===== config.mk =====
export PLATFORM = sky130hd
export DESIGN_NAME = rpac_back
export DESIGN_NICKNAME = d
export VERILOG_FILES = /design/src/rtl/rounded_panel_alpha_compositor_defines.svh /design/src/rtl/rpac_pkg.sv /design/src/rtl/rpac_back.sv
export SDC_FILE = /design/constraint.sdc
export NUM_CORES = 2
export LEC_CHECK = 0
export BUFFER_PORTS_ARGS = -buffer_cell sky130_fd_sc_hd__buf_2
export CAP_MARGIN = 20
export CORE_MARGIN = 5
export CORE_UTILIZATION = 30
export CTS_CLUSTER_DIAMETER = 120
export DETAILED_ROUTE_END_ITERATION = 10
export PLACE_DENSITY = 0.49
export RECOVER_POWER = 100
export SKIP_CTS_REPAIR_TIMING = 1
export SYNTH_ARGS = -nofsm -noshare
export SYNTH_HDL_FRONTEND = slang
export SYNTH_SLANG_ARGS = --single-unit

===== constraint.sdc =====
create_clock -name i_clk -period 13.7 [get_ports i_clk]
set_clock_uncertainty 0.05 [all_clocks]
set_input_delay 2.055 -clock i_clk [delete_from_list [all_inputs] [get_ports i_clk]]
set_output_delay 2.055 -clock i_clk [all_outputs]
set_load 0.01 [all_outputs]

===== src/rtl/rounded_panel_alpha_compositor_defines.svh =====
// assertion macros for the rounded panel alpha compositor
// no dependencies; included by modules that carry assertions
`ifndef ROUNDED_PANEL_ALPHA_COMPOSITOR_DEFINES_SVH
`define ROUNDED_PANEL_ALPHA_COMPOSITOR_DEFINES_SVH

// condition must never hold out of reset
`define RPAC_ASSERT_NEVER(lbl, clk, rst_n, cond, msg) \
    lbl: assert property (@(posedge clk) disable iff (!rst_n) !(cond)) \
        else $error(msg);

// antecedent implies consequent in the next cycle
`define RPAC_ASSERT_NEXT(lbl, clk, rst_n, ante, cons, msg) \
    lbl: assert property (@(posedge clk) disable iff (!rst_n) (ante) |=> (cons)) \
        else $error(msg);

`endif


===== src/rtl/rpac_pkg.sv =====
// shared types, constants and blend functions of the panel compositor
// no dependencies
`default_nettype none

package rpac_pkg;

    typedef struct packed {
        logic [9:0]  panel_width;
        logic [9:0]  panel_height;
        logic [7:0]  corner_radius;
        logic [15:0] fill_color;
        logic [7:0]  fill_alpha;
        logic [15:0] border_color;
        logic [7:0]  border_alpha;
        logic [7:0]  sheen_rows;
    } t_cfg;

    // classified request handed from front to back
    typedef struct packed {
        logic [15:0] bg;
        logic        in_shape;
        logic        border;
        logic [4:0]  sheen_alpha;
    } t_item;

    typedef struct packed {
        logic [15:0] r;
        logic [15:0] g;
        logic [15:0] b;
    } t_mix;

    typedef enum logic [2:0] {
        REG_PANEL_WIDTH,
        REG_PANEL_HEIGHT,
        REG_CORNER_RADIUS,
        REG_FILL_COLOR,
        REG_FILL_ALPHA,
        REG_BORDER_COLOR,
        REG_BORDER_ALPHA,
        REG_SHEEN_ROWS
    } t_reg_idx;

    localparam logic [15:0] SHEEN_COLOR = 16'hE7BF;
    localparam logic [4:0]  SHEEN_PEAK  = 5'd20;
    localparam logic [7:0]  ALPHA_FULL  = 8'd255;
    localparam logic [15:0] ROUND_BIAS  = 16'd127;
    localparam int          QUEUE_DEPTH = 4;

    function automatic logic [7:0] widen5(input logic [4:0] v);
        return {v, v[4:2]};
    endfunction

    function automatic logic [7:0] widen6(input logic [5:0] v);
        return {v, v[5:4]};
    endfunction

    function automatic logic [15:0] mix_chan(input logic [7:0] d, input logic [7:0] s,
                                             input logic [7:0] a);
        logic [7:0] na;
        na = ALPHA_FULL - a;
        return ({8'd0, d} * {8'd0, na}) + ({8'd0, s} * {8'd0, a}) + ROUND_BIAS;
    endfunction

    function automatic t_mix mix_sums(input logic [15:0] under, input logic [15:0] over,
                                      input logic [7:0] a);
        t_mix m;
        m.r = mix_chan(widen5(under[15:11]), widen5(over[15:11]), a);
        m.g = mix_chan(widen6(under[10:5]), widen6(over[10:5]), a);
        m.b = mix_chan(widen5(under[4:0]), widen5(over[4:0]), a);
        return m;
    endfunction

    // exact divide by 255 for sums below 65280
    function automatic logic [7:0] div255(input logic [15:0] v);
        logic [16:0] t;
        t = {1'b0, v} + 17'd1 + {9'd0, v[15:8]};
        return t[15:8];
    endfunction

    function automatic logic [15:0] pack565(input t_mix m);
        logic [7:0] r;
        logic [7:0] g;
        logic [7:0] b;
        r = div255(m.r);
        g = div255(m.g);
        b = div255(m.b);
        return {r[7:3], g[7:2], b[7:3]};
    endfunction

endpackage

`default_nettype wire


===== src/rtl/rpac_back.sv =====
// back: fill, sheen and border blends, each a multiply stage and a pack stage
// depends on rpac_pkg
`default_nettype none

module rpac_back
    import rpac_pkg::*;
(
    input  wire logic        i_clk,
    input  wire logic        i_rst_n,
    input  wire t_cfg        i_cfg,
    input  wire logic        i_item_valid,
    input  wire t_item       i_item,
    output logic             o_pop,
    output logic             o_valid,
    output logic [15:0]      o_pixel_out,
    input  wire logic        i_stall
);
    localparam int NS = 6;

    logic        adv;
    logic        r_v   [NS];
    logic [15:0] r_px  [NS];
    t_mix        r_sum [NS];
    logic        r_ins [NS];
    logic        r_brd [NS];
    logic [4:0]  r_sa  [NS];

    assign adv         = !r_v[NS-1] || !i_stall;
    assign o_pop       = adv && i_item_valid;
    assign o_valid     = r_v[NS-1];
    assign o_pixel_out = r_px[NS-1];

    always_ff @(posedge i_clk) begin
        if (!i_rst_n) begin
            for (int s = 0; s < NS; s++) begin
                r_v[s] <= 1'b0;
            end
        end else if (adv) begin
            r_v[0] <= i_item_valid;
            for (int s = 1; s < NS; s++) begin
                r_v[s] <= r_v[s-1];
            end
        end
    end

    always_ff @(posedge i_clk) begin
        if (adv) begin
            // fill
            r_px[0]  <= i_item.bg;
            r_sum[0] <= mix_sums(i_item.bg, i_cfg.fill_color, i_cfg.fill_alpha);
            r_ins[0] <= i_item.in_shape;
            r_brd[0] <= i_item.border;
            r_sa[0]  <= i_item.sheen_alpha;
            r_px[1]  <= r_ins[0] ? pack565(r_sum[0]) : r_px[0];
            // sheen, zero alpha leaves the pixel as is
            r_px[2]  <= r_px[1];
            r_sum[2] <= mix_sums(r_px[1], SHEEN_COLOR, {3'd0, r_sa[1]});
            r_px[3]  <= r_ins[2] ? pack565(r_sum[2]) : r_px[2];
            // border stroke
            r_px[4]  <= r_px[3];
            r_sum[4] <= mix_sums(r_px[3], i_cfg.border_color, i_cfg.border_alpha);
            r_px[5]  <= (r_ins[4] && r_brd[4]) ? pack565(r_sum[4]) : r_px[4];
            for (int s = 1; s < NS; s++) begin
                r_ins[s] <= r_ins[s-1];
                r_brd[s] <= r_brd[s-1];
                r_sa[s]  <= r_sa[s-1];
            end
            r_sum[1] <= r_sum[0];
            r_sum[3] <= r_sum[2];
            r_sum[5] <= r_sum[4];
        end
    end

endmodule

`default_nettype wire

==> flow_metrics.tcl <==
set metrics [dict create \
    cap_violations 7 \
    synthFlopType "edfxtp_1" \
    fmax_mhz 106.6 \
    num_io_pins 129 \
    fin_ws_ps 4319 \
    track_usage_pct 13.66 \
    critical-path-top-delay-family "buffers and inverters" \
    numPortBuffers 92 \
    antenna_found_initial 6 \
    criticalPathCategory "primary input to flop" \
    die_w_um 396.3 \
    critPathBufInv 3 \
    die_area_um2 157100 \
    rr_worst_depth 3 \
    r2r_slack_ps 5480 \
    setup_viol 0 \
    status "finished, violations left" \
    min_to "r_brd[1]" \
    wl_per_cell_um 16.14 \
    grt_overflow 0 \
    clk_latency_ps 580 \
    critPathRequiredTime_ps 13750 \
    root_buffer "clkbuf_16" \
    preCtsSetupSlack_ps 5668 \
    hpwl_um 86370 \
    die_y_um 396.3 \
    critPathMaxStageDelay_ps 2860 \
    ys_warn_count 0 \
    drc 0 \
    ys_ff_latch 266 \
    fin_crit_ps 9381 \
    grt_max_degree 78 \
    cts_buffers 37 \
    vias 28620 \
    syn_area_per_cell_um2 10.18 \
    timing.rr.end "r_sum[0][46]" \
    min_path_type "flop to flop" \
    worstReg2RegStart "r_v[0][5]" \
    cts_buffer_depth 3 \
    drive_gt1_share_pct 3.131 \
    clk_pin_slew_ps 60 \
    ant_nets 0 \
    start_kind "primary input" \
    netlist.top_cell.by_area "fa_1" \
    drt_iter0_markers 1179 \
    synth_edf_count 266 \
    critPathCaptureType "flop" \
    grt_pass1_vias 31470 \
    syn-cell-area_um2 44770 \
    finalHoldViolations 0 \
    nNetsFinal 5956 \
    synth_top_area_share_pct 35.78 \
    period_share_pct 68.47 \
    ys_types 66 \
    syn_nets 5876 \
    avgViaCountPerCell 4.447 \
    wl_um 103900 \
    cts_max_level 2 \
    dr.pass1.iters 5 \
    coreArea_um2 148000 \
    cts_sinks 266 \
    arrival_ps 9430 \
    violations "max-capacitance violations, max-slew violations" \
    ys_async_sr_fraction_pct 0 \
    relSlewSlack_pct -166.7 \
    cp_slowest_cell "clkbuf_1" \
    setup_tns_ps 0 \
    timing.final.max_slew_violations 373 \
    path_cells "buf_2 -> nand2_1 -> clkbuf_1 -> clkbuf_1" \
    cts_tree "done" \
    start_util_pct 30.24 \
    tightest_slew_ps 4001 \
    areaGrowthSynthToFinish_pct 8.857 \
    synthCells 4397 \
    grt_first_pass_wirelength_um 171000 \
    worst_hold_slack_ps 363.5 \
    synth_area_leaders "fa_1 36%, edfxtp_1 18%, ha_1 16%" \
    worst_hold_startpoint "r_brd[0]" \
    cp.depth 4 \
    cpMostUsedCell "clkbuf_1" \
    core.rowCount 141 \
    critPathMaxFanout 76 \
    worstHoldPathCells 0 \
    seq_area_frac_synth_pct 17.84 \
    gp_congestion 0.8382 \
    rsz0062_at_grt "false" \
]
-- state kept, by name, summed over array words and instances, names as in the netlist --
register  cells
r_v           6
r_px         96
r_sum       144
r_ins         5
r_sa         10
r_brd         5
-- cells by family after synthesis --
| group | share of synthesized area [%] |
|---|---|
| compound gates | 5.758 |
| xor+xnor | 3.326 |
| flops | 17.84 |
| mux | 0.1202 |
| buf+inv | 10.64 |
| simple gates | 10.66 |
| fa+ha+maj | 51.65 |
-- routing by layer --
metal | track usage [%] | wire, µm | share of wire, % | up-vias
met2 | 24.12 | 51650 | 50 | 363
met4 | 3.301 | 2302 | 2.2 | 8
li1 | - | - | - | 13720
met5 | 0 | 57 | 0.055 | -
met3 | 1.496 | 2959 | 2.8 | 119
met1 | 17.97 | 46900 | 45 | 14400
-- final cells by class --
cell class / instances / area, µm²
Antenna cell: 2 / 5.005
Clock buffer: 40 / 958.4
Clock inverter: 25 / 362.8
Fill cell: 15360 / 99280
Inverter: 1205 / 4523
Multi-Input combinational cell: 2862 / 31980
Sequential cell: 266 / 7988
Tap cell: 1930 / 2415
Timing Repair Buffer: 105 / 498.0
-- layout by cell type, fill, tap and decap left out, drive strengths merged, types with 11 or more instances in the layout --
| cell | instances |
|---|---|
| a211oi | 19 |
| a21boi | 12 |
| a21o | 32 |
| a21oi | 121 |
| a31oi | 17 |
| and2 | 151 |
| and3 | 19 |
| buf | 57 |
| clkbuf | 88 |
| clkinv | 11 |
| edfxtp | 266 |
| fa | 800 |
| ha | 568 |
| inv | 1209 |
| nand2 | 225 |
| nand2b | 145 |
| nand3 | 31 |
| nand4 | 14 |
| nor2 | 146 |
| nor2b | 126 |
| nor3 | 23 |
| o211ai | 21 |
| o21a | 20 |
| o21ai | 92 |
| o21bai | 11 |
| or2 | 12 |
| xnor2 | 114 |
| xor2 | 56 |
-- synth_stat cells (9+ instances only) --
cell and count:
inv_1 1202, fa_1 800, ha_1 568, edfxtp_1 266, nand2_1 225, and2_1 151
nor2_1 146, nand2b_1 144, nor2b_1 126, a21oi_1 120, xnor2_1 114, o21ai_0 82
clkbuf_1 64, xor2_1 56, a21o_1 32, nand3_1 31, nor3_1 23, o211ai_1 21
o21a_1 20, a211oi_1 19, and3_1 19, a31oi_1 17, nand4_1 14, a21boi_0 10
o21ai_1 10, o21bai_1 10, or2_2 9
-- per-stage QoR --
stage | std cells | util (%) | cell area, µm²
2_1_floorplan | 4397 | - | 44770
6_report | 6435 | 32.92 | 48730
5_1_grt | 6434 | 32.92 | 48730
4_1_cts | 6432 | 32.98 | 48820
3_3_place_gp | 6367 | 32.09 | 47500
3_5_place_dp | 6367 | 32.09 | 47500
-- worst max-delay path by stage --
stage	to	startpoint
finish	r_sum[0][46]	i_stall
global route	r_sum[0][40]	i_stall
CTS	r_sum[0][31]	i_cfg[32]
detailed placement	r_sum[0][14]	i_cfg[38]
global placement	r_sum[0][31]	i_cfg[32]
floorplan	o_pop	i_stall
Power is left out: the tool's default activity adds up to more than one toggle a clock period on the data nets, which glitch-free logic cannot reach.
