[src/rtl/rounded_panel_alpha_compositor_defines.svh]
// assertion macros for the rounded panel alpha compositor
// no dependencies; included by modules that carry assertions
`ifndef ROUNDED_PANEL_ALPHA_COMPOSITOR_DEFINES_SVH
`define ROUNDED_PANEL_ALPHA_COMPOSITOR_DEFINES_SVH

// condition must never hold out of reset
`define RPAC_ASSERT_NEVER(lbl, clk, rst_n, cond, msg) \
    lbl: assert property (@(posedge clk) disable iff (!rst_n) !(cond)) \
        else $error(msg);

// antecedent implies consequent in the next cycle
`define RPAC_ASSERT_NEXT(lbl, clk, rst_n, ante, cons, msg) \
    lbl: assert property (@(posedge clk) disable iff (!rst_n) (ante) |=> (cons)) \
        else $error(msg);

`endif

[src/rtl/rpac_pkg.sv]
// shared types, constants and blend functions of the panel compositor
// no dependencies
`default_nettype none

package rpac_pkg;

    typedef struct packed {
        logic [9:0]  panel_width;
        logic [9:0]  panel_height;
        logic [7:0]  corner_radius;
        logic [15:0] fill_color;
        logic [7:0]  fill_alpha;
        logic [15:0] border_color;
        logic [7:0]  border_alpha;
        logic [7:0]  sheen_rows;
    } t_cfg;

    // classified request handed from front to back
    typedef struct packed {
        logic [15:0] bg;
        logic        in_shape;
        logic        border;
        logic [4:0]  sheen_alpha;
    } t_item;

    typedef struct packed {
        logic [15:0] r;
        logic [15:0] g;
        logic [15:0] b;
    } t_mix;

    typedef enum logic [2:0] {
        REG_PANEL_WIDTH,
        REG_PANEL_HEIGHT,
        REG_CORNER_RADIUS,
        REG_FILL_COLOR,
        REG_FILL_ALPHA,
        REG_BORDER_COLOR,
        REG_BORDER_ALPHA,
        REG_SHEEN_ROWS
    } t_reg_idx;

    localparam logic [15:0] SHEEN_COLOR = 16'hE7BF;
    localparam logic [4:0]  SHEEN_PEAK  = 5'd20;
    localparam logic [7:0]  ALPHA_FULL  = 8'd255;
    localparam logic [15:0] ROUND_BIAS  = 16'd127;
    localparam int          QUEUE_DEPTH = 4;

    function automatic logic [7:0] widen5(input logic [4:0] v);
        return {v, v[4:2]};
    endfunction

    function automatic logic [7:0] widen6(input logic [5:0] v);
        return {v, v[5:4]};
    endfunction

    function automatic logic [15:0] mix_chan(input logic [7:0] d, input logic [7:0] s,
                                             input logic [7:0] a);
        logic [7:0] na;
        na = ALPHA_FULL - a;
        return ({8'd0, d} * {8'd0, na}) + ({8'd0, s} * {8'd0, a}) + ROUND_BIAS;
    endfunction

    function automatic t_mix mix_sums(input logic [15:0] under, input logic [15:0] over,
                                      input logic [7:0] a);
        t_mix m;
        m.r = mix_chan(widen5(under[15:11]), widen5(over[15:11]), a);
        m.g = mix_chan(widen6(under[10:5]), widen6(over[10:5]), a);
        m.b = mix_chan(widen5(under[4:0]), widen5(over[4:0]), a);
        return m;
    endfunction

    // exact divide by 255 for sums below 65280
    function automatic logic [7:0] div255(input logic [15:0] v);
        logic [16:0] t;
        t = {1'b0, v} + 17'd1 + {9'd0, v[15:8]};
        return t[15:8];
    endfunction

    function automatic logic [15:0] pack565(input t_mix m);
        logic [7:0] r;
        logic [7:0] g;
        logic [7:0] b;
        r = div255(m.r);
        g = div255(m.g);
        b = div255(m.b);
        return {r[7:3], g[7:2], b[7:3]};
    endfunction

endpackage

`default_nettype wire

[src/rtl/rpac_front.sv]
// front: accepts pixels, runs the rounded-rectangle tests and the sheen alpha
// depends on rpac_pkg
`default_nettype none

module rpac_front
    import rpac_pkg::*;
#(
    parameter int MAX_WIDTH  = 512,
    parameter int MAX_HEIGHT = 512
) (
    input  wire logic        i_clk,
    input  wire logic        i_rst_n,
    input  wire t_cfg        i_cfg,
    input  wire logic        i_valid,
    output logic             o_stall,
    input  wire logic [8:0]  i_pos_x,
    input  wire logic [8:0]  i_pos_y,
    input  wire logic [15:0] i_background_pixel,
    output logic             o_push,
    output t_item            o_item,
    input  wire logic        i_q_full
);
    localparam int CW  = 12;
    localparam int SQW = 20;
    localparam int NP  = 5;
    typedef logic signed [CW-1:0] t_coord;

    // center, left, right, up, down
    localparam t_coord OX [NP] = '{12'sd0, -12'sd1, 12'sd1, 12'sd0, 12'sd0};
    localparam t_coord OY [NP] = '{12'sd0, 12'sd0, 12'sd0, -12'sd1, 12'sd1};
    localparam t_coord ONE = 12'sd1;

    logic adv;

    // stage 0: captured request
    logic        r_v0;
    logic [8:0]  r_x0, r_y0;
    logic [15:0] r_bg0;
    // stage 1: corner offsets
    logic        r_v1;
    logic [15:0] r_bg1;
    logic        r_oob1 [NP];
    logic        r_str1 [NP];
    t_coord      r_dx1 [NP];
    t_coord      r_dy1 [NP];
    logic [12:0] r_num1;
    // stage 2: squares, first divide steps
    logic        r_v2;
    logic [15:0] r_bg2;
    logic        r_oob2 [NP];
    logic        r_str2 [NP];
    logic [SQW-1:0] r_sqx2 [NP];
    logic [SQW-1:0] r_sqy2 [NP];
    logic [15:0] r_radsq2;
    logic [12:0] r_rem2;
    logic [4:0]  r_q2;
    // stage 3: classified
    logic        r_v3;
    logic [15:0] r_bg3;
    logic        r_ins3, r_brd3;
    logic [4:0]  r_sa3;

    t_coord      w_eff, h_eff, rad;
    logic        n_oob1 [NP];
    logic        n_str1 [NP];
    t_coord      n_dx1 [NP];
    t_coord      n_dy1 [NP];
    logic [12:0] n_num1;
    logic [SQW-1:0] n_sqx2 [NP];
    logic [SQW-1:0] n_sqy2 [NP];
    logic [12:0] n_rem2;
    logic [4:0]  n_q2;
    logic        n_in3 [NP];
    logic [12:0] rem3;
    logic [4:0]  n_q3;

    assign adv     = !r_v3 || !i_q_full;
    assign o_stall = !adv;
    assign o_push  = r_v3 && !i_q_full;
    assign o_item  = '{bg: r_bg3, in_shape: r_ins3, border: r_brd3, sheen_alpha: r_sa3};

    // stage 1 logic
    always_comb begin
        t_coord px, py, cx, cy;
        logic [8:0] diff;
        w_eff = (int'(i_cfg.panel_width) > MAX_WIDTH) ? t_coord'(MAX_WIDTH)
                                                      : t_coord'(i_cfg.panel_width);
        h_eff = (int'(i_cfg.panel_height) > MAX_HEIGHT) ? t_coord'(MAX_HEIGHT)
                                                        : t_coord'(i_cfg.panel_height);
        rad   = t_coord'(i_cfg.corner_radius);
        for (int p = 0; p < NP; p++) begin
            px = t_coord'({3'b000, r_x0}) + OX[p];
            py = t_coord'({3'b000, r_y0}) + OY[p];
            n_oob1[p] = (px < 0) || (py < 0) || (px >= w_eff) || (py >= h_eff);
            n_str1[p] = ((px >= rad) && (px < w_eff - rad)) ||
                        ((py >= rad) && (py < h_eff - rad));
            cx = (px < rad) ? rad : (w_eff - rad - ONE);
            cy = (py < rad) ? rad : (h_eff - rad - ONE);
            n_dx1[p] = px - cx;
            n_dy1[p] = py - cy;
        end
        diff   = {1'b0, i_cfg.sheen_rows} - r_y0;
        n_num1 = (r_y0 < {1'b0, i_cfg.sheen_rows})
                 ? 13'(diff[7:0]) * 13'(SHEEN_PEAK) : '0;
    end

    // stage 2 logic
    always_comb begin
        logic signed [2*CW-1:0] prx, pry;
        logic [12:0] d;
        for (int p = 0; p < NP; p++) begin
            prx = r_dx1[p] * r_dx1[p];
            pry = r_dy1[p] * r_dy1[p];
            n_sqx2[p] = prx[SQW-1:0];
            n_sqy2[p] = pry[SQW-1:0];
        end
        n_rem2 = r_num1;
        n_q2   = '0;
        // zero sheen rows gives a zero quotient
        for (int k = 4; k >= 3; k--) begin
            d = 13'(i_cfg.sheen_rows) << k;
            if ((d != '0) && (n_rem2 >= d)) begin
                n_rem2 = n_rem2 - d;
                n_q2[k] = 1'b1;
            end
        end
    end

    // stage 3 logic
    always_comb begin
        logic [12:0] d;
        for (int p = 0; p < NP; p++) begin
            n_in3[p] = !r_oob2[p] &&
                       (r_str2[p] ||
                        ({1'b0, r_sqx2[p]} + {1'b0, r_sqy2[p]} <= (SQW + 1)'(r_radsq2)));
        end
        rem3 = r_rem2;
        n_q3 = r_q2;
        for (int k = 2; k >= 0; k--) begin
            d = 13'(i_cfg.sheen_rows) << k;
            if ((d != '0) && (rem3 >= d)) begin
                rem3 = rem3 - d;
                n_q3[k] = 1'b1;
            end
        end
    end

    always_ff @(posedge i_clk) begin
        if (!i_rst_n) begin
            r_v0 <= 1'b0;
            r_v1 <= 1'b0;
            r_v2 <= 1'b0;
            r_v3 <= 1'b0;
        end else if (adv) begin
            r_v0 <= i_valid;
            r_v1 <= r_v0;
            r_v2 <= r_v1;
            r_v3 <= r_v2;
        end
    end

    always_ff @(posedge i_clk) begin
        if (adv) begin
            r_x0  <= i_pos_x;
            r_y0  <= i_pos_y;
            r_bg0 <= i_background_pixel;

            r_bg1  <= r_bg0;
            r_oob1 <= n_oob1;
            r_str1 <= n_str1;
            r_dx1  <= n_dx1;
            r_dy1  <= n_dy1;
            r_num1 <= n_num1;

            r_bg2    <= r_bg1;
            r_oob2   <= r_oob1;
            r_str2   <= r_str1;
            r_sqx2   <= n_sqx2;
            r_sqy2   <= n_sqy2;
            r_radsq2 <= {8'd0, i_cfg.corner_radius} * {8'd0, i_cfg.corner_radius};
            r_rem2   <= n_rem2;
            r_q2     <= n_q2;

            r_bg3  <= r_bg2;
            r_ins3 <= n_in3[0];
            r_brd3 <= n_in3[0] && !(n_in3[1] && n_in3[2] && n_in3[3] && n_in3[4]);
            r_sa3  <= n_q3;
        end
    end

endmodule

`default_nettype wire

[config.mk]
export PLATFORM = sky130hd
export DESIGN_NAME = rpac_front
export DESIGN_NICKNAME = d
export VERILOG_FILES = /design/src/rtl/rounded_panel_alpha_compositor_defines.svh /design/src/rtl/rpac_pkg.sv /design/src/rtl/rpac_front.sv
export SDC_FILE = /design/constraint.sdc
export NUM_CORES = 2
export LEC_CHECK = 0
export ABC_AREA = 1
export BUFFER_PORTS_ARGS = -buffer_cell sky130_fd_sc_hd__buf_4
export CAP_MARGIN = 20
export CORE_MARGIN = 2
export CORE_UTILIZATION = 60
export CTS_CLUSTER_SIZE = 8
export DETAILED_ROUTE_END_ITERATION = 16
export PLACE_DENSITY = 0.78
export SYNTH_ARGS = -nofsm -noshare
export SYNTH_HDL_FRONTEND = slang
export SYNTH_SLANG_ARGS = --single-unit
export TNS_END_PERCENT = 50
[constraint.sdc]
create_clock -name i_clk -period 10 [get_ports i_clk]
set_clock_uncertainty 0.1 [all_clocks]
set_input_delay 0.5 -clock i_clk [delete_from_list [all_inputs] [get_ports i_clk]]
set_output_delay 0.5 -clock i_clk [all_outputs]
set_load 0.02 [all_outputs]
==> results.py <==
metrics = {
    "timing": {
        "fin_crit_ns": 5.991,
        "fmax_ghz": 0.1669,
        "slew_headroom": 0.3013,
        "drv_slew": 0,
        "setup_tns_ns": 0,
        "worst_pin_slew_ns": 1.048,
        "fin_crit_sh": 0.5991,
        "grt_setup_unrepaired": "false",
        "finalSetupViolations": 0,
        "final-hold-violation-count": 0,
    },
    "yosys": {
        "yosysMostFrequentCell": "inv_1",
        "ys_warn_count": 0,
        "synth.top_cells.by_area": "fa_1 23%, ha_1 18%, edfxtp_1 18%",
        "synth_edf_count": 334,
        "yosys-top-cells-count": "1475 x inv_1, 1324 x nand2_1, 804 x ha_1",
        "synthesis.area_um2": 54720,
        "postSynthCellCount": 6483,
        "synthesis.nets": 8048,
        "synth_cell_types": 62,
        "synth_top_area_cell": "fa_1",
        "synth_seq_cells": 338,
        "avgSynthCellArea_um2": 8.440,
        "synth_top_area_share": 0.2338,
        "ys.flop_type": "edfxtp_1",
        "async_reset_ff_frac": 0,
        "ys_seq_area_frac": 0.1848,
    },
    "clock_tree": {
        "numCtsBuffers": 51,
        "post_cts_resized": 0,
        "cts_buffer_depth": 3,
        "cts_tree": "done",
        "cts_root_buffer": "clkbuf_16",
        "worstSkewPairLatency_ns": 0.61,
        "htreeDepth": 2,
        "clock_sinks": 338,
        "clk_pin_slew_worst_paths_ns": 0.06,
    },
    "setup_path": {
        "end_kind": "flop",
        "critPathLaunchType": "flop",
        "path_class": "reg2reg",
        "crit_arrival_ns": 6.22,
        "cp_max_fo": 20,
        "worstRegToRegCells": 22,
        "required_ns": 10.23,
    },
    "drt": {
        "first_pass_iters": 9,
        "drt_wl_total_mm": 130.8,
        "drc": 0,
        "viasPerCell": 5.486,
        "drt_iter0_markers": 3295,
        "via_count": 42630,
        "postRouteAntennaNets": 0,
        "routedWlPerCell_um": 16.83,
    },
    "global_route": {
        "grt_pass1_vias": 43260,
        "groute.layer.met3.usage": 0.03380,
        "gr-usage-met1": 0.3824,
        "grt_usage": 0.2858,
        "grt-busiest-layer": "met2",
        "grt_max_degree": 141,
        "grt_pass1_wl_mm": 214.9,
        "antenna_found_initial": 6,
        "overflow": 0,
        "use_met2": 0.4851,
    },
    "die": {
        "die-area_um2": 93630,
        "rows": 110,
        "die_w_um": 306.0,
        "ioPinCount": 147,
        "core_um2": 90150,
        "die-height_um": 306.0,
        "initial_core_util": 0.6070,
    },
    "worst_hold_path": {
        "hold_depth": 3,
        "hold_class": "in2reg",
    },
    "cells_and_area": {
        "drive_gt1_frac": 0.03853,
        "regArea_um2": 10110,
        "syn_to_final_growth_pct": 6.563,
        "nFillCells": 7227,
        "nNetsFinal": 8131,
        "multi_input_area_um2": 38590,
    },
    "place": {
        "dpl.hpwl_mm": 105.4,
        "io_buffers": 98,
        "routabilityCongestion": 0.9548,
    },
    "run_status": {
        "outcome": "finished, final reports clean",
    },
    "flow_run": {
        "maxCapViolations": 0,
    },
}
## area by class of cell
cell class / instances / area share
multi-input combinational: 4555 / 0.6618
antenna: 1 / 0.00004292
inverter: 1483 / 0.09547
clock buffer: 67 / 0.02292
timing repair buffer: 137 / 0.01910
clock inverter: 13 / 0.002017
tap: 1176 / 0.02523
sequential: 338 / 0.1734
## flip-flops by register name, summed over array words and instances (netlist names), 9 cells and up
signal    flops
r_x0          9
r_radsq2     15
r_sqx2       57
r_num1       11
r_bg3        16
r_dx1        36
r_bg1        16
r_sqy2       57
r_rem2       11
r_bg0        16
r_dy1        36
r_bg2        16
r_y0          9
## worst paths after layout
kind | start | to | slack [ns]
max | r_y0[0] | r_dy1[11] | 4.01
min | i_rst_n | r_v2 | 0.07
max reg2reg | r_y0[0] | r_dy1[11] | 4.01
min reg2reg | r_bg0[8] | r_bg1[8] | 0.32
## cells by family (layout without fill, tap and decap cells)
logic type / after synthesis / in the layout / share of synthesized area
simple gates: 1980 / 1980 / 0.1498
compound gates: 740 / 740 / 0.07404
other cells: 0 / 1 / 0
xor+xnor: 392 / 392 / 0.06350
fa+ha+maj: 1443 / 1443 / 0.4176
buf+inv: 1590 / 1700 / 0.1103
flops: 338 / 338 / 0.1848
## critical path: stages, from the launching register on
cell,delay (ns)
edfxtp_1,0.65
inv_1,0.41
nor3_2,0.33
nand3_2,0.13
xor2_1,0.60
ha_1,0.37
a21oi_1,0.11
o21ai_0,0.14
o21ai_2,0.17
nand2_1,0.40
o21ai_1,0.38
inv_1,0.08
ha_1,0.28
nand2_1,0.05
o21ai_0,0.28
a21oi_1,0.11
o21ai_0,0.26
a21boi_0,0.19
o21ai_0,0.34
nand2_1,0.09
nand2_1,0.07
nand2_1,0.05
xnor2_1,0.13
## timing repair
item	4_1_cts	5_1_grt
endpoints found under the hold margin	34	0
setup buffers	0	0
hold buffers	34	0
## placed cells by master (no fill, tap or decap), drive strengths merged, types with 5 or more instances in the layout
master	count
inv	1486
nand2	1338
ha	804
fa	639
a21oi	369
edfxtp	334
nor2	288
o21ai	251
xor2	241
nand3	189
xnor2	151
buf	103
clkbuf	67
nand4	48
nor3	38
dlygate4sd3	34
or2	31
o21bai	22
nor4	21
a31oi	20
a211oi	15
a21o	14
o31ai	9
nand3b	9
nor3b	9
clkinv	9
a21boi	7
o211ai	7
o221ai	6
and2	5
o21a	5
## metal layers
layer / vias to the layer above / part of all wire
met1: 20290 / 0.42
met5: - / 0.00026
li1: 20540 / -
met3: 332 / 0.072
met4: 4 / 0.037
met2: 1463 / 0.47
## per-stage QoR
stage	utilization	std cells	hold WS [ns]	area [µm²]	setup slack (ns)
6_report	0.6468	7770	0.06604	58310	4.009
2_1_floorplan	-	6483	0.3003	54720	3.706
5_1_grt	0.6468	7769	0.05969	58310	3.661
3_3_place_gp	0.6269	7655	0.3004	56510	3.989
4_1_cts	0.6468	7769	0.0003825	58310	4.121
3_5_place_dp	0.6269	7655	0.3045	56510	3.859
Power is left out: the tool's default activity adds up to more than one toggle a clock period on the data nets, which glitch-free logic cannot reach.
