File: config.mk
export PLATFORM = sky130hd
export DESIGN_NAME = rpac_queue
export DESIGN_NICKNAME = d
export VERILOG_FILES = /design/src/rtl/rpac_queue.sv
export VERILOG_INCLUDE_DIRS = /design/src /design/src/rtl
export SDC_FILE = /design/constraint.sdc
export NUM_CORES = 1
export LEC_CHECK = 0
export BUFFER_PORTS_ARGS = -buffer_cell sky130_fd_sc_hd__buf_4
export CAP_MARGIN = 0
export CORE_ASPECT_RATIO = 1.1
export CORE_MARGIN = 2
export CORE_UTILIZATION = 55
export CTS_CLUSTER_DIAMETER = 40
export DETAILED_ROUTE_END_ITERATION = 10
export PLACE_DENSITY = 0.77
export SYNTH_ARGS = -nofsm -noshare
export SYNTH_HDL_FRONTEND = slang
export SYNTH_SLANG_ARGS = --single-unit
File: constraint.sdc
create_clock -name i_clk -period 2.2 [get_ports i_clk]
set_input_delay 0.44 -clock i_clk [delete_from_list [all_inputs] [get_ports i_clk]]
set_output_delay 0.44 -clock i_clk [all_outputs]
set_load 0.1 [all_outputs]
File: src/rtl/rounded_panel_alpha_compositor_defines.svh
// assertion macros for the rounded panel alpha compositor
// no dependencies; included by modules that carry assertions
`ifndef ROUNDED_PANEL_ALPHA_COMPOSITOR_DEFINES_SVH
`define ROUNDED_PANEL_ALPHA_COMPOSITOR_DEFINES_SVH

// condition must never hold out of reset
`define RPAC_ASSERT_NEVER(lbl, clk, rst_n, cond, msg) \
    lbl: assert property (@(posedge clk) disable iff (!rst_n) !(cond)) \
        else $error(msg);

// antecedent implies consequent in the next cycle
`define RPAC_ASSERT_NEXT(lbl, clk, rst_n, ante, cons, msg) \
    lbl: assert property (@(posedge clk) disable iff (!rst_n) (ante) |=> (cons)) \
        else $error(msg);

`endif

File: src/rtl/rpac_queue.sv
// small fifo between the classifier front and the blend back
// depends on rounded_panel_alpha_compositor_defines.svh
`default_nettype none
`include "rounded_panel_alpha_compositor_defines.svh"

module rpac_queue #(
    parameter int W     = 23,
    parameter int DEPTH = 4
) (
    input  wire logic         i_clk,
    input  wire logic         i_rst_n,
    input  wire logic         i_push,
    input  wire logic [W-1:0] i_data,
    output logic              o_full,
    output logic              o_valid,
    output logic [W-1:0]      o_data,
    input  wire logic         i_pop
);
    localparam int AW = (DEPTH > 1) ? $clog2(DEPTH) : 1;
    localparam int CW = $clog2(DEPTH + 1);

    logic [W-1:0]  r_mem [DEPTH];
    logic [AW-1:0] r_wr_ptr, n_wr_ptr;
    logic [AW-1:0] r_rd_ptr, n_rd_ptr;
    logic [CW-1:0] r_count, n_count;

    assign o_full  = (r_count == CW'(DEPTH));
    assign o_valid = (r_count != '0);
    assign o_data  = r_mem[r_rd_ptr];

    always_comb begin
        n_wr_ptr = r_wr_ptr;
        n_rd_ptr = r_rd_ptr;
        n_count  = r_count;
        if (i_push) begin
            n_wr_ptr = (r_wr_ptr == AW'(DEPTH - 1)) ? '0 : r_wr_ptr + 1'b1;
        end
        if (i_pop) begin
            n_rd_ptr = (r_rd_ptr == AW'(DEPTH - 1)) ? '0 : r_rd_ptr + 1'b1;
        end
        if (i_push && !i_pop) begin
            n_count = r_count + 1'b1;
        end else if (!i_push && i_pop) begin
            n_count = r_count - 1'b1;
        end
    end

    always_ff @(posedge i_clk) begin
        if (!i_rst_n) begin
            r_wr_ptr <= '0;
            r_rd_ptr <= '0;
            r_count  <= '0;
        end else begin
            r_wr_ptr <= n_wr_ptr;
            r_rd_ptr <= n_rd_ptr;
            r_count  <= n_count;
        end
    end

    always_ff @(posedge i_clk) begin
        if (i_push) begin
            r_mem[r_wr_ptr] <= i_data;
        end
    end

    `RPAC_ASSERT_NEVER(a_count_range, i_clk, i_rst_n, r_count > CW'(DEPTH), "queue overfilled")
    `RPAC_ASSERT_NEVER(a_no_pop_empty, i_clk, i_rst_n, i_pop && !o_valid, "pop while empty")
    `RPAC_ASSERT_NEVER(a_no_push_full, i_clk, i_rst_n, i_push && o_full, "push while full")
    `RPAC_ASSERT_NEXT(a_count_up, i_clk, i_rst_n, i_push && !i_pop,
        r_count == $past(r_count) + 1'b1, "count did not follow push")

endmodule

`default_nettype wire

==> qor.csv, run 1 <==
stage;metric;value;unit
clock_network;Worst-path clk slew;0.10;ns
synth;Syn Inst Count;164;
hold_path;HP Start;i_data[6];
setup_path;CP Launch Type;flip-flop;
floorplan;chip width;83.4;um
global_route;vias in the first global route;1995;
setup_path;worst-path fanout max;11;
placement;Buffers on Ports;51;
outcome;outcome;completed;
global_route;global-route wire length before repair;9650;um
final_layout;Finished Layout Cells;315;
setup_path;CP Class;reg2out;
run;Max-Cap Viols;0;
clock_network;CTS tree;built;
final_layout;final core occ;68.4;%
global_route;Overflow after GRT;0;
floorplan;site row count;31;
final_layout;Layout area overhead;19.0;%
placement;GP Congestion;0.723;
floorplan;core area;6630;um2
synth;synthesized flop and latch total;101;
clock_network;Clock Path Buffers;2;
setup_path;WP data required;1.76;ns
placement;placed cell count;299;
synth;post-synth net total;198;
sta;measured slew at the worst slew-check pin;0.349;ns
setup_path;worst path cell trace;buf_12 -> mux4_2 -> buf_4;
final_layout;share of layout cells above drive strength 1;41.2;%
pwr;Pint;2.88;mW
setup_path;CP top delay family;multiplexers;
floorplan;Die H;91.3;um
pwr;power share of the clock group;25.4;%
synth;Seq/Total Area, Yosys;77.2;%
sta;fin crit share;97.5;%
sta;Setup Viol. Count Final;0;
pwr;leak pwr;1.59;nW
sta;final-report hold violation count;0;
floorplan;IO Pins;52;
clock_network;Resize count post-CTS;7;
global_route;total track usage;17.2;%
pwr;Worst IR Drop VDD;569;uV
floorplan;initial core utilization;57.5;%
clock_network;Num Clock Sinks;101;
clock_network;# H-tree levels;3;
setup_path;RR Startpoint;r_count[0];
placement;Final HPWL DP;4000;um
clock_network;clock root cell;clkbuf_8;
setup_path;Reg2Reg Setup Slack;0.61;ns
setup_path;Slowest-stage cell, CP;mux4_2;
setup_path;Critical Path AT;1.70;ns
sta;Max Fclk;466;MHz
sta;Clock Skews;0.00695;ns
sta;final worst slack;0.0551;ns
sta;Pins Over Slew Limit;0;
synth;Synth Area per Inst;23.2;um2
pwr;Switching Fraction;31.6;%
final_layout;commonest non-fill, non-tap cell in the layout;edfxtp_1;
sta;Final min period;2.14;ns
route;total wire length;6100;um
clock_network;Post-CTS Setup Inserts;0;
pwr;Comb pwr share;21.7;%
final_layout;nets@finish;262;
sta;Worst slew margin;76.7;%
route;via count;1735;
global_route;initial antenna violation count;0;
floorplan;die area;7610;um2
clock_network;Hold Buf Count CTS;0;
final_layout;Ant. Diodes;0;
synth;synthesized area;3810;um2
final_layout;highest-count cells in the layout ignoring fill and taps;92 x edfxtp_1, 48 x buf_4, 20 x mux4_2;
clock_network;Skew-Pair Late Insertion Delay;0.35;ns
placement;pre-CTS setup slack;0.188;ns
setup_path;Crit. End Element;output pin;
route;DRT Pass-1 Iters;4;
synth;Distinct cells, synth;22;
global_route;largest net degree at the start of global routing;24;
hold_path;HP Class;in2reg;
pwr;Psw;1.33;mW
pwr;pwr dens;929;nW/um2
clock_network;Num CTS Buffers;9;
synth;Ys Warns;0;
setup_path;CP max stage delay;0.52;ns
sta;Hold WS;0.275;ns
route;vias per cell;5.51;
route;Routed Antenna Nets;0;
route;Post-route DRC;0;
route;1st-iter DRT viols;108;
pwr;Seq pwr share;52.9;%
route;WL/cell;19.4;um
setup_path;CP bufs+invs;2;
Yosys cell counts:
cell type   n  area, um2
mux4_2     20        450
or3_1       2       12.5
buf_2       2       10.0
inv_1       4       15.0
nor3b_1     1       7.51
nor2b_1     5       31.3
o21a_1      1       7.51
nor2_1      1       3.75
edfxtp_1   92       2760
buf_12      2       40.0
mux2i_1     4       40.0
mux4_1      3       78.8
and2_1      5       31.3
xor2_1      1       8.76
ha_1        6       75.1
dfxtp_1     9        180
a21boi_0    1       7.51
xnor2_1     1       8.76
buf_6       1       11.3
o21ai_0     1       5.00
fa_1        1       20.0
nor3_1      1       5.00
layout make-up:
type                            instances  area (um2)
Inverter                                4        15.0
Tap cell                               82         103
Clock inverter                          7        65.1
Multi-Input combinational cell         54         798
Fill cell                             428        2100
Clock buffer                            9         124
Timing Repair Buffer                   58         485
Sequential cell                       101        2950
through the flow:
step / setup TNS (ns) / cell area [um2] / total power, mW
2_1_floorplan: 0 / 3820 / 2.96
3_3_place_gp: 0 / 4300 / 3.14
3_5_place_dp: 0 / 4300 / 3.17
4_1_cts: 0 / 4510 / 4.24
5_1_grt: -0.0369 / 4540 / 4.37
6_report: 0 / 4540 / 4.21
power by group through the flow:
stage	clock network (mW)	logic, mW	registers (mW)
floorplan	0	0.705	2.26
global placement	0	0.880	2.26
detailed placement	0	0.899	2.27
CTS	1.10	0.909	2.23
global route	1.19	0.947	2.24
finish	1.07	0.913	2.23
state kept, by name, indices dropped and copies added (netlist names), named ones only:
signal    cells
r_count       3
r_rd_ptr      2
r_wr_ptr      2
r_mem        92
path summary, 6_finish.rpt:
check                endpoint  cells after the start
setup reg to reg   r_count[2]                      4
hold reg to reg     flip-flop                      2
hold / removal    r_mem[2][6]                      1
setup / recovery    o_data[8]                      3
worst reg2reg max path, stage by stage, from the launching register on:
cell and delay, ns:
dfxtp_1 0.37, fa_1 0.45, xor2_1 0.16, or3_1 0.30
a21boi_0 0.22
kinds of logic after synthesis:
logic type | Yosys count | share of synthesized area [%]
AOI/OAI and AO/OA | 3 | 0.525
muxes | 27 | 14.9
xor gates and xnor gates | 2 | 0.460
and+or+nand+nor | 15 | 2.40
adders and majority gates | 7 | 2.49
buffers and inverters | 9 | 2.00
DFF | 101 | 77.2
metal layers:
metal  part of all wire [%]  GRT usage, %  wire length, um  vias to the layer above
li1                       -             -                -                      798
met1                     36          19.3             2190                      869
met2                     56          30.4             3430                       62
met3                    6.8          5.36              414                        6
met4                    1.2          6.83               72                        0
met5                      0             0                0                        -
Note: power is estimated with default switching activity, not from simulation.
==> run 2, diff against run 1 <==
--- a/config.mk
+++ b/config.mk
@@ -14,6 +14,7 @@
 export CTS_CLUSTER_DIAMETER = 40
 export DETAILED_ROUTE_END_ITERATION = 10
 export PLACE_DENSITY = 0.77
+export RECOVER_POWER = 25
 export SYNTH_ARGS = -nofsm -noshare
 export SYNTH_HDL_FRONTEND = slang
 export SYNTH_SLANG_ARGS = --single-unit
==> qor.csv, run 2 (synthesized netlist as in run 1, its figures left out) <==
stage;metric;value;unit;change
final_layout;commonest non-fill, non-tap cell in the layout;edfxtp_1;;
floorplan;die area;7610;um2;unchanged
clock_network;CTS tree;built;;
global_route;initial antenna violation count;0;;unchanged
clock_network;Num Clock Sinks;101;;unchanged
route;vias per cell;5.50;;about the same
route;via count;1734;;-0.058%
pwr;leak pwr;1.53;nW;-3.7%
final_layout;Regs by FF count;r_mem x92, r_count x3;;
route;DRT Pass-1 Iters;4;;unchanged
placement;Final HPWL DP;4000;um;unchanged
clock_network;# H-tree levels;3;;unchanged
setup_path;Crit. End Element;output pin;;
route;Post-route DRC;0;;unchanged
run;Max-Cap Viols;0;;unchanged
sta;setup TNS;0;ns;unchanged
final_layout;Ant. Diodes;0;;unchanged
placement;GP Congestion;0.723;;unchanged
clock_network;Skew-Pair Late Insertion Delay;0.35;ns;about the same
global_route;total track usage;17.2;%;unchanged
clock_network;Clock Path Buffers;2;;unchanged
pwr;pwr dens;938;nW/um2;+1.0%
pwr;Seq pwr share;53.1;%;+0.2 points
sta;Setup Viol. Count Final;0;;unchanged
route;total wire length;6150;um;+0.72%
final_layout;Finished Layout Cells;315;;unchanged
pwr;Switching Fraction;31.7;%;+0.092 points
sta;measured slew at the worst slew-check pin;0.353;ns;+0.00403 ns
sta;final-report hold violation count;0;;unchanged
global_route;global-route wire length before repair;9650;um;unchanged
clock_network;Worst-path clk slew;0.09;ns;about the same
route;WL/cell;19.5;um;+0.72%
clock_network;Num CTS Buffers;9;;unchanged
sta;fin crit share;97.2;%;-0.34 points
setup_path;Critical Path AT;1.70;ns;about the same
placement;DP Area;4300;um2;unchanged
floorplan;site row count;31;;unchanged
final_layout;design area;4480;um2;-1.3%
setup_path;CP Class;reg2out;;
sta;Pins Over Slew Limit;0;;unchanged
setup_path;WP data required;1.76;ns;about the same
setup_path;CP Launch Type;flip-flop;;
setup_path;worst-path fanout max;11;;unchanged
pwr;overall power;4.20;mW;-0.29%
sta;Worst slew margin;76.5;%;-0.27 points
pwr;Psw;1.33;mW;about the same
sta;Clock Skews;0.00660;ns;-0.000349 ns
clock_network;Hold Buf Count CTS;0;;unchanged
pwr;Comb pwr share;21.5;%;-0.2 points
final_layout;highest-count cells in the layout ignoring fill and taps;92 x edfxtp_1, 32 x buf_4, 20 x mux4_2;;
route;Routed Antenna Nets;0;;unchanged
sta;Max Fclk;468;MHz;+0.35%
global_route;largest net degree at the start of global routing;24;;unchanged
hold_path;HP Class;in2reg;;
pwr;power share of the clock group;25.4;%;about the same
final_layout;share of layout cells above drive strength 1;34.3;%;-6.9 points
sta;Final min period;2.14;ns;-0.00751 ns
final_layout;fillcell total;452;;+5.6%
clock_network;clock root cell;clkbuf_8;;
placement;Buffers on Ports;51;;unchanged
floorplan;Die H;91.3;um;unchanged
global_route;vias in the first global route;1995;;unchanged
final_layout;Layout area overhead;17.4;%;
placement;placed cell count;299;;unchanged
pwr;Worst IR Drop VDD;563;uV;-1.0%
outcome;outcome;completed;;
final_layout;number of flip-flops in the largest register;92;;unchanged
final_layout;largest register by flop count;r_mem;;
pwr;Pint;2.87;mW;-0.43%
route;1st-iter DRT viols;101;;-6.5%
global_route;Overflow after GRT;0;;unchanged
final_layout;FF/Latch Area;2950;um2;unchanged
final_layout;final core occ;67.5;%;-0.91 points
final_layout;nets@finish;262;;unchanged
floorplan;IO Pins;52;;unchanged
floorplan;initial core utilization;57.5;%;unchanged
final_layout;multi-input logic area;798;um2;unchanged
floorplan;core area;6630;um2;unchanged
floorplan;chip width;83.4;um;unchanged
-- run 2: cell types whose count changed in the layout (fill, tap and decap cells not counted) --
| cell | previous run | this run |
|---|---|---|
| buf_4 | 48 | 32 |
| clkbuf_1 | 0 | 16 |
-- run 2: stage by stage --
step,hold slack (ns),worst slack [ns]
finish,0.284,0.0626
global route,0.268,-0.00966
CTS,0.258,0.0112
detailed placement,0.543,0.188
global placement,0.478,0.301
floorplan,0.466,0.196
-- run 2: path summary, 6_finish.rpt --
path / start / to / slack (ns) / depth (start not counted)
setup / recovery: flip-flop / o_data[2] / 0.06 / 3
hold / removal: i_data[13] / r_mem[3][13] / 0.28 / 1
setup reg to reg: r_count[0] / r_count[2] / 0.61 / 4
hold reg to reg: r_rd_ptr[1] / flip-flop / 0.55 / 2
-- run 2: routing by layer --
| metal | global-route usage, % | wire length, um | part of all wire, % | vias up |
|---|---|---|---|---|
| li1 | - | - | - | 797 |
| met1 | 19.3 | 2390 | 39 | 880 |
| met2 | 30.4 | 3350 | 55 | 50 |
| met3 | 5.36 | 338 | 5.5 | 7 |
| met4 | 6.83 | 68 | 1.1 | 0 |
| met5 | 0 | 0 | 0 | - |
-- run 2: layout make-up --
class / instances / share of cell area [%]
clock inverters: 7 / 1.45
well taps: 82 / 2.29
flip-flops and latches: 101 / 65.8
inverters: 4 / 0.335
multi-input cells: 54 / 17.8
clock buffers: 9 / 2.77
repair buffers: 58 / 9.50
-- run 2: what timing repair did --
item / 4_1_cts / 5_1_grt
pin swaps: 0 / 0
setup endpoints to repair: 20 / 14
resized for setup: 7 / 7
buffers inserted: 0 / 0
hold endpoints to repair: 0 / 0
-- run 2: critical path, cell delays in order (launching register included) --
cell and delay [ns]:
dfxtp_4 0.41, buf_12 0.16, mux4_2 0.51, buf_4 0.25
-- run 2: power by group through the flow --
stage	sequential (mW)	clock, mW	combinational [mW]
2_1_floorplan	2.26	0	0.705
3_3_place_gp	2.26	0	0.880
3_5_place_dp	2.27	0	0.899
4_1_cts	2.23	1.10	0.909
5_1_grt	2.24	1.19	0.935
6_report	2.23	1.07	0.902
==> run 3, diff against run 2 <==
--- a/config.mk
+++ b/config.mk
@@ -10,10 +10,9 @@
 export CAP_MARGIN = 0
 export CORE_ASPECT_RATIO = 1.1
 export CORE_MARGIN = 2
-export CORE_UTILIZATION = 55
+export CORE_UTILIZATION = 35
 export CTS_CLUSTER_DIAMETER = 40
 export DETAILED_ROUTE_END_ITERATION = 10
-export PLACE_DENSITY = 0.77
 export RECOVER_POWER = 25
 export SYNTH_ARGS = -nofsm -noshare
 export SYNTH_HDL_FRONTEND = slang
==> qor.csv, run 3 (synthesized netlist as in run 1, its figures left out) <==
stage;metric;value;unit;change
outcome;outcome;completed;;
setup_path;WP data required;1.76;ns;about the same
sta;fin crit share;99.9;%;+2.7 points
global_route;vias in the first global route;1864;;-6.6%
clock_network;Post-CTS Setup Inserts;0;;unchanged
clock_network;Num CTS Buffers;9;;unchanged
floorplan;initial core utilization;36.3;%;-21 points
global_route;Overflow after GRT;0;;unchanged
global_route;total track usage;11.9;%;-5.3 points
placement;Final HPWL DP;4070;um;+1.8%
sta;measured slew at the worst slew-check pin;0.373;ns;+0.0199 ns
final_layout;design area;4750;um2;+6.1%
placement;Buffers on Ports;51;;unchanged
sta;Hold WS;0.311;ns;+0.0264 ns
final_layout;number of flip-flops in the largest register;92;;unchanged
sta;Clock Skews;0.00426;ns;-0.00234 ns
global_route;initial antenna violation count;0;;unchanged
final_layout;Ant. Diodes;0;;unchanged
sta;Worst slew margin;75.1;%;-1.3 points
clock_network;Skew-Pair Late Insertion Delay;0.33;ns;-0.02 ns
clock_network;CTS tree;built;;
clock_network;Worst-path clk slew;0.06;ns;-0.03 ns
hold_path;HP Class;in2reg;;
route;Routed Antenna Nets;0;;unchanged
setup_path;Critical Path AT;1.76;ns;+0.06 ns
route;vias per cell;4.66;;-15%
global_route;largest net degree at the start of global routing;24;;unchanged
placement;pre-CTS setup slack;0.252;ns;+0.0631 ns
clock_network;clock root cell;clkbuf_16;;
setup_path;CP max stage delay;0.60;ns;+0.09 ns
global_route;global-route wire length before repair;10200;um;+5.6%
sta;Max Fclk;455;MHz;-2.7%
clock_network;Clock Path Buffers;2;;unchanged
floorplan;site row count;39;;+26%
setup_path;CP Launch Type;flip-flop;;
route;total wire length;6580;um;+7.1%
clock_network;Num Clock Sinks;101;;unchanged
route;WL/cell;17.5;um;-11%
route;Post-route DRC;0;;unchanged
floorplan;core area;10500;um2;+58%
sta;Final min period;2.20;ns;+0.0598 ns
placement;DP Area;4430;um2;+3.2%
floorplan;chip width;104;um;+24%
run;Max-Cap Viols;0;;unchanged
route;1st-iter DRT viols;55;;-46%
setup_path;worst path cell trace;buf_12 -> mux4_1 -> buf_6;;
floorplan;Die H;113;um;+24%
floorplan;IO Pins;52;;unchanged
sta;final worst slack;0.00274;ns;-0.0598 ns
sta;RSZ-0062 raised after global routing;true;;
placement;GP Congestion;0.644;;-11%
final_layout;Regs by FF count;r_mem x92, r_count x3;;
setup_path;Slowest-stage cell, CP;mux4_1;;
sta;Pins Over Slew Limit;0;;unchanged
final_layout;commonest non-fill, non-tap cell in the layout;edfxtp_1;;
setup_path;worst-path fanout max;12;;+1
final_layout;largest register by flop count;r_mem;;
final_layout;Layout area overhead;24.5;%;
pwr;leak pwr;1.61;nW;+5.3%
final_layout;highest-count cells in the layout ignoring fill and taps;92 x edfxtp_1, 26 x buf_4, 21 x mux4_2;;
pwr;overall power;4.69;mW;+12%
pwr;pwr dens;987;nW/um2;+5.2%
route;via count;1757;;+1.3%
sta;Setup Viol. Count Final;0;;unchanged
setup_path;Crit. End Element;output pin;;
sta;final-report hold violation count;0;;unchanged
final_layout;share of layout cells above drive strength 1;35.0;%;+0.71 points
floorplan;die area;11700;um2;+54%
final_layout;nets@finish;263;;+0.38%
clock_network;# H-tree levels;3;;unchanged
setup_path;CP Class;reg2out;;
route;DRT Pass-1 Iters;4;;unchanged
pwr;Worst IR Drop VDD;537;uV;-4.5%
clock_network;Hold Buf Count CTS;0;;unchanged
[run 3: cell count changes in the layout (fill, tap and decap cells not counted), sizes merged]
cell	previous run	this run
clkbuf	25	26
bufinv	0	1
clkinv	3	2
buf	42	45
inv	7	4
[run 3: worst max-delay path, delay by kind of cell (launching register included)]
family	cells	cell delay (ns)
flip-flops	1	0.41
multiplexers	1	0.60
buffers and inverters	2	0.40
[run 3: worst paths after layout]
kind,startpoint,to,slack [ns],cells past startpoint
worst max-delay path,flip-flop,o_data[14],0.003,3
worst min-delay path,i_data[9],r_mem[1][9],0.31,1
worst max register to register,r_count[0],r_count[2],0.70,4
worst min register to register,r_count[2],r_count[2],0.52,2
[run 3: area by class of cell]
| type | instances | area (um2) |
|---|---|---|
| fillers | 907 | 5740 |
| flip-flops and latches | 101 | 2940 |
| multi-input cells | 54 | 795 |
| repair buffers | 59 | 522 |
| clock buffers | 12 | 246 |
| well taps | 143 | 179 |
| clock inverters | 4 | 47.5 |
| inverters | 4 | 15.0 |
[run 3: timing repair]
action	in CTS	in global routing
endpoints found under the setup margin	2	13
pin swaps	0	0
gates resized for setup	12	3
cloned	1	0
[run 3: power by group]
part | total [mW] | internal [mW] | switching, mW | leakage, nW
registers | 2.23 | 2.19 | 0.0374 | 0.920
logic | 0.933 | 0.270 | 0.664 | 0.549
clock network | 1.52 | 0.908 | 0.616 | 0.143
total | 4.69 | 3.37 | 1.32 | 1.61
[run 3: stage by stage]
step           setup TNS (ns)  std cells  utilization (%)
3_5_place_dp                0        360             42.3
5_1_grt                -0.216        377             45.3
4_1_cts               -0.0328        377             45.8
3_3_place_gp                0        360             42.3
6_report                    0        377             45.3
2_1_floorplan               0        164                -
[run 3: metal layers]
layer / vias to the layer above / part of all wire (%) / GRT usage, %
met4: 0 / 2.3 / 6.04
met5: - / 0 / 0
met1: 907 / 42 / 14.2
met3: 10 / 4.2 / 3.49
met2: 35 / 51 / 19.8
li1: 805 / - / -
